File: src/rtl/core/css_pkg.sv
package css_pkg;

   // character codes the parser looks for
   localparam logic [7:0] CH_HASH   = 8'h23;
   localparam logic [7:0] CH_PCT    = 8'h25;
   localparam logic [7:0] CH_LPAREN = 8'h28;
   localparam logic [7:0] CH_RPAREN = 8'h29;
   localparam logic [7:0] CH_COMMA  = 8'h2C;
   localparam logic [7:0] CH_MINUS  = 8'h2D;
   localparam logic [7:0] CH_LOW_B  = 8'h62;
   localparam logic [7:0] CH_LOW_G  = 8'h67;
   localparam logic [7:0] CH_LOW_R  = 8'h72;

   localparam logic [7:0] FULL_ALPHA = 8'hFF;

   typedef struct packed {
      logic       is_space;
      logic       is_digit;
      logic       is_hex;
      logic [3:0] hex_val;
   } char_class_type;

   typedef struct packed {
      logic            ok;
      logic [3:0][7:0] comp;
   } hex_result_type;

   typedef struct packed {
      logic       color_valid;
      logic [7:0] red;
      logic [7:0] green;
      logic [7:0] blue;
      logic [7:0] alpha;
   } result_type;

   // expand collected hex digits into r, g, b, a (comp[0] is red)
   function automatic hex_result_type hex_decode(input logic [31:0] nib,
                                                 input logic [3:0]  cnt);
      hex_result_type r;
      r.ok   = 1'b1;
      r.comp = '0;
      case (cnt)
         4'd3: begin
            r.comp[0] = {nib[11:8], nib[11:8]};
            r.comp[1] = {nib[7:4], nib[7:4]};
            r.comp[2] = {nib[3:0], nib[3:0]};
            r.comp[3] = FULL_ALPHA;
         end
         4'd4: begin
            r.comp[0] = {nib[15:12], nib[15:12]};
            r.comp[1] = {nib[11:8], nib[11:8]};
            r.comp[2] = {nib[7:4], nib[7:4]};
            r.comp[3] = {nib[3:0], nib[3:0]};
         end
         4'd6: begin
            r.comp[0] = nib[23:16];
            r.comp[1] = nib[15:8];
            r.comp[2] = nib[7:0];
            r.comp[3] = FULL_ALPHA;
         end
         4'd8: begin
            r.comp[0] = nib[31:24];
            r.comp[1] = nib[23:16];
            r.comp[2] = nib[15:8];
            r.comp[3] = nib[7:0];
         end
         default: r.ok = 1'b0;
      endcase
      return r;
   endfunction

   // round(255*v/100) for v in 0..100; divide by 100 as multiply by 2^19/100
   function automatic logic [7:0] pct_scale(input logic [6:0] v);
      logic [14:0] x;
      logic [27:0] prod;
      x    = ({v, 8'd0} - {8'd0, v}) + 15'd50;
      prod = {13'd0, x} * 28'd5243;
      return prod[26:19];
   endfunction

endpackage

File: src/rtl/core/css_char_class.sv
module css_char_class
   import css_pkg::*;
(
   input  logic [7:0]     char_code,
   output char_class_type cls
);

   logic is_num;
   logic is_upper_hex;
   logic is_lower_hex;

   assign is_num       = (char_code >= 8'h30) && (char_code <= 8'h39);
   assign is_upper_hex = (char_code >= 8'h41) && (char_code <= 8'h46);
   assign is_lower_hex = (char_code >= 8'h61) && (char_code <= 8'h66);

   always_comb begin
      cls.is_space = (char_code == 8'h20) || ((char_code >= 8'h09) && (char_code <= 8'h0D));
      cls.is_digit = is_num;
      cls.is_hex   = is_num || is_upper_hex || is_lower_hex;
      if (is_num) begin
         cls.hex_val = char_code[3:0];
      end else if (is_upper_hex || is_lower_hex) begin
         cls.hex_val = char_code[3:0] + 4'd9;
      end else begin
         cls.hex_val = 4'd0;
      end
   end

endmodule

File: src/rtl/core/css_parse_core.sv
module css_parse_core
   import css_pkg::*;
(
   input  logic       clock,
   input  logic       reset,
   input  logic       step,
   input  logic [7:0] char_code,
   input  logic       last_char,
   output logic       res_load,
   output result_type res
);

   localparam logic [4:0] PH_START  = 5'd0;
   localparam logic [4:0] PH_HEX    = 5'd1;
   localparam logic [4:0] PH_R      = 5'd2;
   localparam logic [4:0] PH_RG     = 5'd3;
   localparam logic [4:0] PH_PAREN  = 5'd4;
   localparam logic [4:0] PH_LEAD   = 5'd5;
   localparam logic [4:0] PH_SIGN   = 5'd6;
   localparam logic [4:0] PH_NUM    = 5'd7;
   localparam logic [4:0] PH_AFTNUM = 5'd8;
   localparam logic [4:0] PH_AFTPCT = 5'd9;

   localparam logic [1:0] V_PENDING = 2'd0;
   localparam logic [1:0] V_VALID   = 2'd1;
   localparam logic [1:0] V_INVALID = 2'd2;

   char_class_type  cls;
   hex_result_type  fin;

   logic [4:0]      phase_ff, phase_in;
   logic [31:0]     nib_ff, nib_in, nib_nx;
   logic [3:0]      cnt_ff, cnt_in, cnt_nx;
   logic [8:0]      acc_ff, acc_in;
   logic            neg_ff, neg_in;
   logic [1:0]      idx_ff, idx_in;
   logic [3:0][7:0] comp_ff, comp_in;
   logic [1:0]      verdict_ff, verdict_in;

   logic            feeding;
   logic            hex_take;
   logic [12:0]     acc_mul;
   logic [8:0]      acc_dig;
   logic            sign_ok;
   logic            pct_ok;
   logic            int_ok;

   css_char_class u_class (
      .char_code (char_code),
      .cls       (cls)
   );

   assign feeding  = step && (verdict_ff == V_PENDING);
   assign hex_take = feeding && (phase_ff == PH_HEX) && cls.is_hex;
   assign nib_nx   = (hex_take && (cnt_ff < 4'd8)) ? {nib_ff[27:0], cls.hex_val} : nib_ff;
   assign cnt_nx   = (hex_take && (cnt_ff < 4'd9)) ? cnt_ff + 4'd1 : cnt_ff;
   assign fin      = hex_decode(nib_nx, cnt_nx);

   // saturate at 511, which is out of range for every component
   assign acc_mul = {1'b0, acc_ff, 3'd0} + {3'd0, acc_ff, 1'b0} + {9'd0, cls.hex_val};
   assign acc_dig = (acc_mul > 13'd511) ? 9'd511 : acc_mul[8:0];

   assign sign_ok = !(neg_ff && (acc_ff != 9'd0));
   assign pct_ok  = sign_ok && (acc_ff <= 9'd100);
   assign int_ok  = sign_ok && (acc_ff <= 9'd255);

   always_comb begin
      logic end_num;
      logic sep_req;
      end_num    = 1'b0;
      sep_req    = 1'b0;
      phase_in   = phase_ff;
      nib_in     = nib_nx;
      cnt_in     = cnt_nx;
      acc_in     = acc_ff;
      neg_in     = neg_ff;
      idx_in     = idx_ff;
      comp_in    = comp_ff;
      verdict_in = verdict_ff;
      res_load   = 1'b0;
      res        = '0;

      if (feeding) begin
         unique case (phase_ff)
            PH_START: begin
               if (char_code == CH_HASH) begin
                  phase_in = PH_HEX;
               end else if (char_code == CH_LOW_R) begin
                  phase_in = PH_R;
               end else begin
                  verdict_in = V_INVALID;
               end
            end
            PH_HEX: begin
               if (!cls.is_hex) begin
                  if (fin.ok) begin
                     comp_in    = fin.comp;
                     verdict_in = V_VALID;
                  end else begin
                     verdict_in = V_INVALID;
                  end
               end
            end
            PH_R: begin
               if (char_code == CH_LOW_G) phase_in = PH_RG;
               else verdict_in = V_INVALID;
            end
            PH_RG: begin
               if (char_code == CH_LOW_B) phase_in = PH_PAREN;
               else verdict_in = V_INVALID;
            end
            PH_PAREN: begin
               if (char_code == CH_LPAREN) phase_in = PH_LEAD;
               else if (!cls.is_space) verdict_in = V_INVALID;
            end
            PH_LEAD: begin
               if (cls.is_space) begin
                  phase_in = PH_LEAD;
               end else if (char_code == CH_MINUS) begin
                  neg_in   = 1'b1;
                  phase_in = PH_SIGN;
               end else if (cls.is_digit) begin
                  acc_in   = acc_dig;
                  phase_in = PH_NUM;
               end else begin
                  verdict_in = V_INVALID;
               end
            end
            PH_SIGN: begin
               if (cls.is_digit) begin
                  acc_in   = acc_dig;
                  phase_in = PH_NUM;
               end else begin
                  verdict_in = V_INVALID;
               end
            end
            PH_NUM: begin
               if (cls.is_digit) acc_in = acc_dig;
               else if (cls.is_space) phase_in = PH_AFTNUM;
               else end_num = 1'b1;
            end
            PH_AFTNUM: begin
               if (!cls.is_space) end_num = 1'b1;
            end
            PH_AFTPCT: begin
               if (cls.is_space) phase_in = PH_AFTPCT;
               else if ((char_code == CH_COMMA) || (char_code == CH_RPAREN)) sep_req = 1'b1;
               else verdict_in = V_INVALID;
            end
            default: verdict_in = V_INVALID;
         endcase

         // close the current component
         if (end_num) begin
            if (char_code == CH_PCT) begin
               if (pct_ok) begin
                  comp_in[idx_ff] = pct_scale(acc_ff[6:0]);
                  phase_in        = PH_AFTPCT;
               end else begin
                  verdict_in = V_INVALID;
               end
            end else if ((char_code == CH_COMMA) || (char_code == CH_RPAREN)) begin
               if (int_ok) begin
                  comp_in[idx_ff] = acc_ff[7:0];
                  sep_req         = 1'b1;
               end else begin
                  verdict_in = V_INVALID;
               end
            end else begin
               verdict_in = V_INVALID;
            end
         end

         if (sep_req) begin
            if ((char_code == CH_COMMA) && (idx_ff != 2'd3)) begin
               idx_in   = idx_ff + 2'd1;
               acc_in   = 9'd0;
               neg_in   = 1'b0;
               phase_in = PH_LEAD;
            end else if ((char_code == CH_RPAREN) && (idx_ff >= 2'd2)) begin
               if (idx_ff == 2'd2) comp_in[3] = FULL_ALPHA;
               verdict_in = V_VALID;
            end else begin
               verdict_in = V_INVALID;
            end
         end
      end

      // final byte: settle the verdict, emit, and start over
      if (step && last_char) begin
         res_load = 1'b1;
         if ((verdict_in == V_PENDING) && (phase_in == PH_HEX) && fin.ok) begin
            res.color_valid = 1'b1;
            res.red         = fin.comp[0];
            res.green       = fin.comp[1];
            res.blue        = fin.comp[2];
            res.alpha       = fin.comp[3];
         end else if (verdict_in == V_VALID) begin
            res.color_valid = 1'b1;
            res.red         = comp_in[0];
            res.green       = comp_in[1];
            res.blue        = comp_in[2];
            res.alpha       = comp_in[3];
         end
         phase_in   = PH_START;
         nib_in     = '0;
         cnt_in     = '0;
         acc_in     = '0;
         neg_in     = 1'b0;
         idx_in     = '0;
         comp_in    = '0;
         verdict_in = V_PENDING;
      end
   end

   always_ff @(posedge clock) begin
      if (reset) begin
         phase_ff   <= PH_START;
         nib_ff     <= '0;
         cnt_ff     <= '0;
         acc_ff     <= '0;
         neg_ff     <= 1'b0;
         idx_ff     <= '0;
         comp_ff    <= '0;
         verdict_ff <= V_PENDING;
      end else begin
         phase_ff   <= phase_in;
         nib_ff     <= nib_in;
         cnt_ff     <= cnt_in;
         acc_ff     <= acc_in;
         neg_ff     <= neg_in;
         idx_ff     <= idx_in;
         comp_ff    <= comp_in;
         verdict_ff <= verdict_in;
      end
   end

endmodule

File: src/rtl/core/css_color_string_parser.sv
// Color text parser: '#' hex colors (3, 4, 6 or 8 digits) and rgb(...) with three
// or four integer or percent components.
// Request channel (req_): one byte of text per request, req_tlast on the final
// byte of a string. Response channel (rsp_): one response per string, issued for
// the request that carried req_tlast. rsp_tuser[0] flags a valid color;
// rsp_tdata carries red, green, blue, alpha (all zero when invalid).
// Throughput: one request per cycle, sustained, including across string ends,
// unless a held response stalls a final byte (see Stalls). Response path: the
// final byte waits in the request register while the parser works on it, and the
// result is loaded into the response register at the next edge.
// Stalls: a held response blocks only a request that ends a string; other bytes
// keep flowing through the parser while the response waits.
// Reset: synchronous; clears both handshake registers and puts the parser back
// at the start of a string.
module css_color_string_parser
   import css_pkg::*;
(
   input  logic        clock,
   input  logic        reset,
   input  logic        req_tvalid,
   output logic        req_tready,
   input  logic [7:0]  req_tdata,   // [7:0] char_code
   input  logic        req_tlast,   // last_char
   output logic        rsp_tvalid,
   input  logic        rsp_tready,
   output logic [31:0] rsp_tdata,   // [7:0] red, [15:8] green, [23:16] blue, [31:24] alpha
   output logic        rsp_tuser    // [0] color_valid
);

   logic       in_vld_ff, in_vld_in;
   logic [7:0] in_char_ff;
   logic       in_last_ff;
   logic       out_vld_ff, out_vld_in;
   result_type out_ff;
   logic       out_free;
   logic       step;
   logic       res_load;
   result_type res;

   assign out_free   = !out_vld_ff || rsp_tready;
   assign step       = in_vld_ff && (!in_last_ff || out_free);
   assign req_tready = !in_vld_ff || step;
   assign in_vld_in  = req_tready ? req_tvalid : in_vld_ff;
   assign out_vld_in = res_load ? 1'b1 : (rsp_tready ? 1'b0 : out_vld_ff);

   css_parse_core u_core (
      .clock     (clock),
      .reset     (reset),
      .step      (step),
      .char_code (in_char_ff),
      .last_char (in_last_ff),
      .res_load  (res_load),
      .res       (res)
   );

   always_ff @(posedge clock) begin
      if (reset) begin
         in_vld_ff  <= 1'b0;
         out_vld_ff <= 1'b0;
      end else begin
         in_vld_ff  <= in_vld_in;
         out_vld_ff <= out_vld_in;
      end
   end

   always_ff @(posedge clock) begin
      if (req_tvalid && req_tready) begin
         in_char_ff <= req_tdata;
         in_last_ff <= req_tlast;
      end
      if (res_load) begin
         out_ff <= res;
      end
   end

   assign rsp_tvalid = out_vld_ff;
   assign rsp_tdata  = {out_ff.alpha, out_ff.blue, out_ff.green, out_ff.red};
   assign rsp_tuser  = out_ff.color_valid;

endmodule

File: config.mk
export PLATFORM = sky130hd
export DESIGN_NAME = css_color_string_parser
export DESIGN_NICKNAME = d
export VERILOG_FILES = /design/src/rtl/core/css_pkg.sv /design/src/rtl/core/css_char_class.sv /design/src/rtl/core/css_parse_core.sv /design/src/rtl/core/css_color_string_parser.sv
export SDC_FILE = /design/constraint.sdc
export NUM_CORES = 1
export LEC_CHECK = 0
export BUFFER_PORTS_ARGS = -buffer_cell sky130_fd_sc_hd__buf_4
export CORE_UTILIZATION = 50
export CTS_BUF_LIST = sky130_fd_sc_hd__clkbuf_16
export DETAILED_ROUTE_END_ITERATION = 6
export PLACE_DENSITY = 0.67
export SLEW_MARGIN = 40
export SYNTH_ARGS = -nofsm -noshare
export SYNTH_HDL_FRONTEND = slang
export SYNTH_HIERARCHICAL = 1
export SYNTH_SLANG_ARGS = --single-unit
File: constraint.sdc
create_clock -name clock -period 10.4 [get_ports clock]
set_clock_uncertainty 0.1 [all_clocks]
set_input_delay 3.12 -clock clock [delete_from_list [all_inputs] [get_ports clock]]
set_output_delay 3.12 -clock clock [all_outputs]
set_load 0.05 [all_outputs]
# Yosys cells after proc, flatten, opt, wreduce, memory -nomap -nowiden
# Index checks and enable logic that the tools add are counted.
[op_classes]
add_sub_neg = 7
multipliers = 1
div = 0
magnitude_cmp = 16
n_eq_ne = 27
shifts = 0
muxes = 94
bitwise_logic = 0
n_reduce_logical = 42
[ops]
columns = ["op", "count"]
rows = [
  ["32-bit 2-to-1 mux", 11],
  ["32-bit one-hot mux with 4 select lines", 1],
  ["5-bit 2-to-1 mux", 17],
  ["33-bit 2-to-1 mux", 2],
  ["32-bit bitwise mux", 2],
  ["8-bit by 6-bit equality test with 1-bit output, second input constant", 7],
  ["9-bit 2-to-1 mux", 6],
  ["2-bit 2-to-1 mux", 22],
  ["8-bit 2-to-1 mux", 5],
  ["5-bit one-hot mux with 8 select lines", 1],
  ["15-bit by 13-bit multiplier with 27-bit output, second input constant", 1],
  ["8-bit by 7-bit equality test with 1-bit output, second input constant", 3],
  ["5-bit by 3-bit equality test with 1-bit output, second input constant", 4],
  ["1-bit logical AND", 20],
  ["1-bit 2-to-1 mux", 20],
  ["2-bit one-hot mux with 9 select lines", 1],
  ["9-bit one-hot mux with 2 select lines", 1],
  ["8-bit demux with 2-bit select", 1],
  ["8-bit by 7-bit >= comparator with 1-bit output, second input constant", 2],
  ["8-bit by 7-bit less-or-equal comparator with 1-bit output, second input constant", 2],
  ["15-bit by 6-bit adder with 15-bit output, second input constant", 1],
  ["15-bit by 7-bit subtractor with 15-bit output", 1],
  ["12-bit by 10-bit adder with 13-bit output", 1],
  ["13-bit by 4-bit adder with 13-bit output", 1],
  ["34 further kinds", 54],
]
[totals]
reg_bits = 131
latchBits = 0
ramBits = 0
mem_bits_ro = 0
output_inout_bits = 35
word_cells = 207
n_memories = 0

# Depth between registers and ports, before layout
[logic_depth]
depth_word = 28
depth_mapped = 30
ltp_nobuf = 29

# Hierarchy
# Netlist, hierarchy kept.
[modules_own_cells]
columns = ["mod", "instances", "cells_each", "area_per_inst_um2"]
rows = [
  ["css_parse_core", 1, 1410, 11145.7],
  ["css_color_string_parser", 1, 51, 1371.3],
  ["css_char_class", 1, 31, 259.0],
]

# Least setup slack after synthesis
# OpenSTA, ideal clock, no wires.
[synth_path]
path_type = "flip-flop to flip-flop"
startpoint = "register u_core.acc_ff[2]"
endpoint = "register out_ff (netlist bit rsp_tdata[23]) (data pin)"
setup_ns = 0.260
arrival_ns = 7.271
required_time_ns = 10.040
path_slack_ns = 2.769
stages_incl_launch_ff = 30
synth_period_minus_slack_ns = 7.631
cell_sequence = "dfxtp_1 > buf_6 > clkinv_1 > ha_1 > a21oi_1 > or2_2 > a31oi_1 > o21ai_0 > nand2_1 > or3_1 > xnor2_1 > inv_1 > fa_1 > inv_1 > ha_1 > fa_1 > fa_1 > inv_1 > fa_1 > inv_1 > ha_1 > a21oi_1 > o21ai_0 > a211o_1 > nor3_1 > a21oi_1 > mux2i_1 > a2111oi_0 > or3_1 > o21ai_0"
[synth_between]
elab_chain_cells = 15
elab_cells_between_ends = 43
classes_between = "add/sub: 2; mul: 1; order compare: 2; eq/ne: 2; mux: 28; reduce/logical: 8"
[synth_lines]
columns = ["element", "line_no", "rtl"]
rows = [
  ["start, declared", "css_parse_core.sv:34", "logic [8:0] acc_ff, acc_in;"],
  ["start signal, assigned", "css_parse_core.sv:230", "acc_ff <= acc_in;"],
  ["branches (longest 14 deep; another with 15-bit by 13-bit multiplier with 27-bit output)", "--", ""],
  ["33-bit 2-to-1 mux (*)", "css_parse_core.sv:192", "if ((verdict_in == V_PENDING) && (phase_in == PH_HEX) && fin.ok) begin"],
  ["end signal, assigned", "css_color_string_parser.sv:72", "out_ff <= res;"],
  ["end, declared", "css_color_string_parser.sv:34", "result_type out_ff;"],
]
# Mark *: on every way between the ends. The select of a mux whose other input is x is not followed.
# A chain may end at the register's enable or synchronous reset.

# Final worst setup path
[layout_path]
startpoint = "register u_core.acc_ff[2]"
endpoint = "register out_ff (netlist bit rsp_tdata[5]) (data pin)"
# Same word-level chain as after synthesis.

==> flow_metrics.env <==
export IMPL_cts_tree="built"
export IMPL_drv_cap=0
export IMPL_end_kind="flop"
export IMPL_cts_sinks=131
export IMPL_power_density_nw_per_um2=85.7
export IMPL_dp_cells=1816
export IMPL_drc=0
export IMPL_routed_wl_um=38200
export IMPL_grt_overflow_total=0
export IMPL_layout_drive_gt1_share_pct=10.6
export IMPL_core_rowCount=58
export IMPL_fin_ws_ps=1490
export IMPL_tns_ps=0
export IMPL_drv_slew=0
export IMPL_antenna_found_initial=0
export IMPL_post_cts_setup_buffers=0
export IMPL_io_buffer_count=47
export IMPL_routabilityCongestion=0.929
export IMPL_critPathMaxStageDelay_ps=600
export IMPL_cts_buffers=17
export IMPL_min_period_ps=8910
export IMPL_cp_required_ps=10460
export IMPL_fin_area_um2=14000
export IMPL_status="finished, final reports clean"
export IMPL_arrival_ps=8970
export IMPL_syn_avg_cell_area_um2=8.56
export IMPL_postCtsHoldBufs=0
export IMPL_peakVddDrop_uv=104
export IMPL_top_level_ports=48
export IMPL_cp_max_fo=10
export IMPL_hpwl_um=28800
export IMPL_first_pass_iters=5
export IMPL_viasPerCell=6.26
export IMPL_cp_slowest_cell="dfxtp_1"
export IMPL_hold_viol=0
export IMPL_pre_cts_ws_ps=1530
export IMPL_final_common_cell="inv_1"
export IMPL_synth_edf_count=42
export IMPL_min_path_type="reg -> reg"
export IMPL_grt_setup_unrepaired="false"
export IMPL_coreArea_um2=25100
export IMPL_grt_pass1_wl_um=61100
export IMPL_fmax_mhz=112
export IMPL_final_cell_mix="189 x inv_1, 136 x nor2_1, 131 x ha_1"
export IMPL_nets=1719
export IMPL_fp_dieH_um=162
export IMPL_fp_dieW_um=162
export IMPL_routedWlPerCell_um=20.7
export IMPL_grt_pass1_vias=11200
export IMPL_ant_nets=0
export IMPL_critPathKind="reg -> reg"
export IMPL_cts_buffer_depth=2
export IMPL_cts_clk_slew_worst_paths_ps=60
export IMPL_root_buffer="clkbuf_16"
export IMPL_cp_start_kind="flop"
export IMPL_num_antenna_cells=0
export IMPL_die_area_um2=26200
export IMPL_syn_area_um2=12800
export IMPL_ys_seq_area_share_pct=23.8
export IMPL_syn_to_final_growth_pct=9.80
export IMPL_yosys_warnings=6
export IMPL_p_leak_nw=6.13
export IMPL_synth_compound_area_share_pct=19.9
export IMPL_synth_cell_types=100
export IMPL_grt_max_degree=74
export IMPL_drtIter0Drc=1211
export IMPL_synth_nets=1704
export IMPL_num_fill_cells=2354
export IMPL_synth_async_reset_ratio_pct=0
export IMPL_synthMuxAreaShare_pct=2.91
export IMPL_track_usage_pct=29.8
export IMPL_initial_core_util_pct=50.9
export IMPL_worst_pin_slew_ps=891
export IMPL_regArea_um2=3040
export IMPL_yosys_area_share_simple_pct=19.9
export IMPL_cts_repair_resized=0
export IMPL_synth_adder_area_share_pct=23.5
export IMPL_ys_dominant_reg_cell="dfxtp_1"
export IMPL_final_cells=1850
export IMPL_timing_slew_headroom_pct=40.2
export IMPL_placed_area_um2=13400
export IMPL_multi_input_area_um2=8810
export IMPL_ys_ff_latch=131
export IMPL_finalCoreUtilization_pct=55.9
export IMPL_clock_latency_ps=430
export IMPL_synth_top_family_by_area="adder cells"
export IMPL_finalCritPeriodShare_pct=85.7
export IMPL_htree_levels=4
export IMPL_via_count=11600
export IMPL_synthXorXnorAreaFrac_pct=2.06
export IMPL_netlist_instances=1492
export IMPL_setup_viol=0
## through the flow
| stage | power [mW] | hold WS (ps) |
|---|---|---|
| after floorplan | 0.595 | 375 |
| after global placement | 0.618 | 393 |
| after detailed placement | 0.619 | 404 |
| after CTS | 1.21 | 422 |
| after global routing | 1.23 | 452 |
| final | 1.20 | 413 |
## registers in the layout, indices dropped and copies added, names as in the netlist
signal             count
in_char_ff             8
in_last_ff             1
in_vld_ff              1
rsp_tdata             32
rsp_tuser              1
rsp_tvalid             1
u_core/acc_ff          9
u_core/cnt_ff          4
u_core/comp_ff        32
u_core/idx_ff          2
u_core/neg_ff          1
u_core/nib_ff         32
u_core/phase_ff        5
u_core/verdict_ff      2
## critical path, delay by kind of cell (launching register included)
| kind | cells | cell delay (ps) |
|---|---|---|
| AOI/OAI and AO/OA | 10 | 2150 |
| adders and majority gates | 7 | 3020 |
| and+or+nand+nor | 4 | 820 |
| xor gates and xnor gates | 2 | 1130 |
| DFF | 1 | 600 |
| buffers and inverters | 5 | 800 |
## path summary, 6_finish.rpt
path	from	to	slack, ps	cells after the start
worst min register to register	u_core/nib_ff[29]	u_core/nib_ff[29]	410	2
worst max register to register	u_core/acc_ff[2]	rsp_tdata[5]	1490	28
worst max-delay path	u_core/acc_ff[2]	rsp_tdata[5]	1490	28
worst min-delay path	u_core/nib_ff[29]	u_core/nib_ff[29]	410	2
## cells by family (layout without fill, tap and decap cells)
logic type               count (synthesis)  in the layout
AND/OR/NAND/NOR                        482            482
flip-flops                             131            131
AO/OA/AOI/OAI                          356            356
adder cells (fa/ha/maj)                199            199
buffers and inverters                  257            285
multiplexers                            37             37
XOR/XNOR                                30             30
## cell usage after synthesis (22+ instances only)
cell,count,area [um2]
nand3_1,32,160
xnor2_1,22,193
nor2_1,137,514
mux2i_1,36,360
fa_1,68,1360
nand2_1,87,327
dfxtp_1,89,1780
a21oi_1,59,295
nor3_1,73,365
inv_1,188,706
o21ai_0,62,310
clkbuf_1,49,184
ha_1,131,1640
edfxtp_1,42,1260
o22ai_1,31,194
## final cells by class
class | instances | share of cell area [%]
multi-input combinational | 1104 | 62.8
timing repair buffer | 64 | 3.42
tap | 330 | 2.94
sequential | 131 | 21.7
inverter | 189 | 5.06
clock inverter | 14 | 0.883
clock buffer | 18 | 3.21
## per-layer routing
metal | GRT usage, % | routed length (um) | vias up
li1 | - | - | 5388
met1 | 41.1 | 17100 | 5597
met2 | 47.0 | 17200 | 504
met3 | 5.69 | 2970 | 84
met4 | 9.52 | 987 | 0
met5 | 0 | 0 | -
## power breakdown
group	leakage, nW	switching (mW)	total, mW	internal [mW]
Combinational	4.73	0.0452	0.0669	0.0217
Clock	0.289	0.248	0.593	0.345
Sequential	1.12	0.00929	0.542	0.533
No activity file was read; power rests on OpenSTA's default activity.
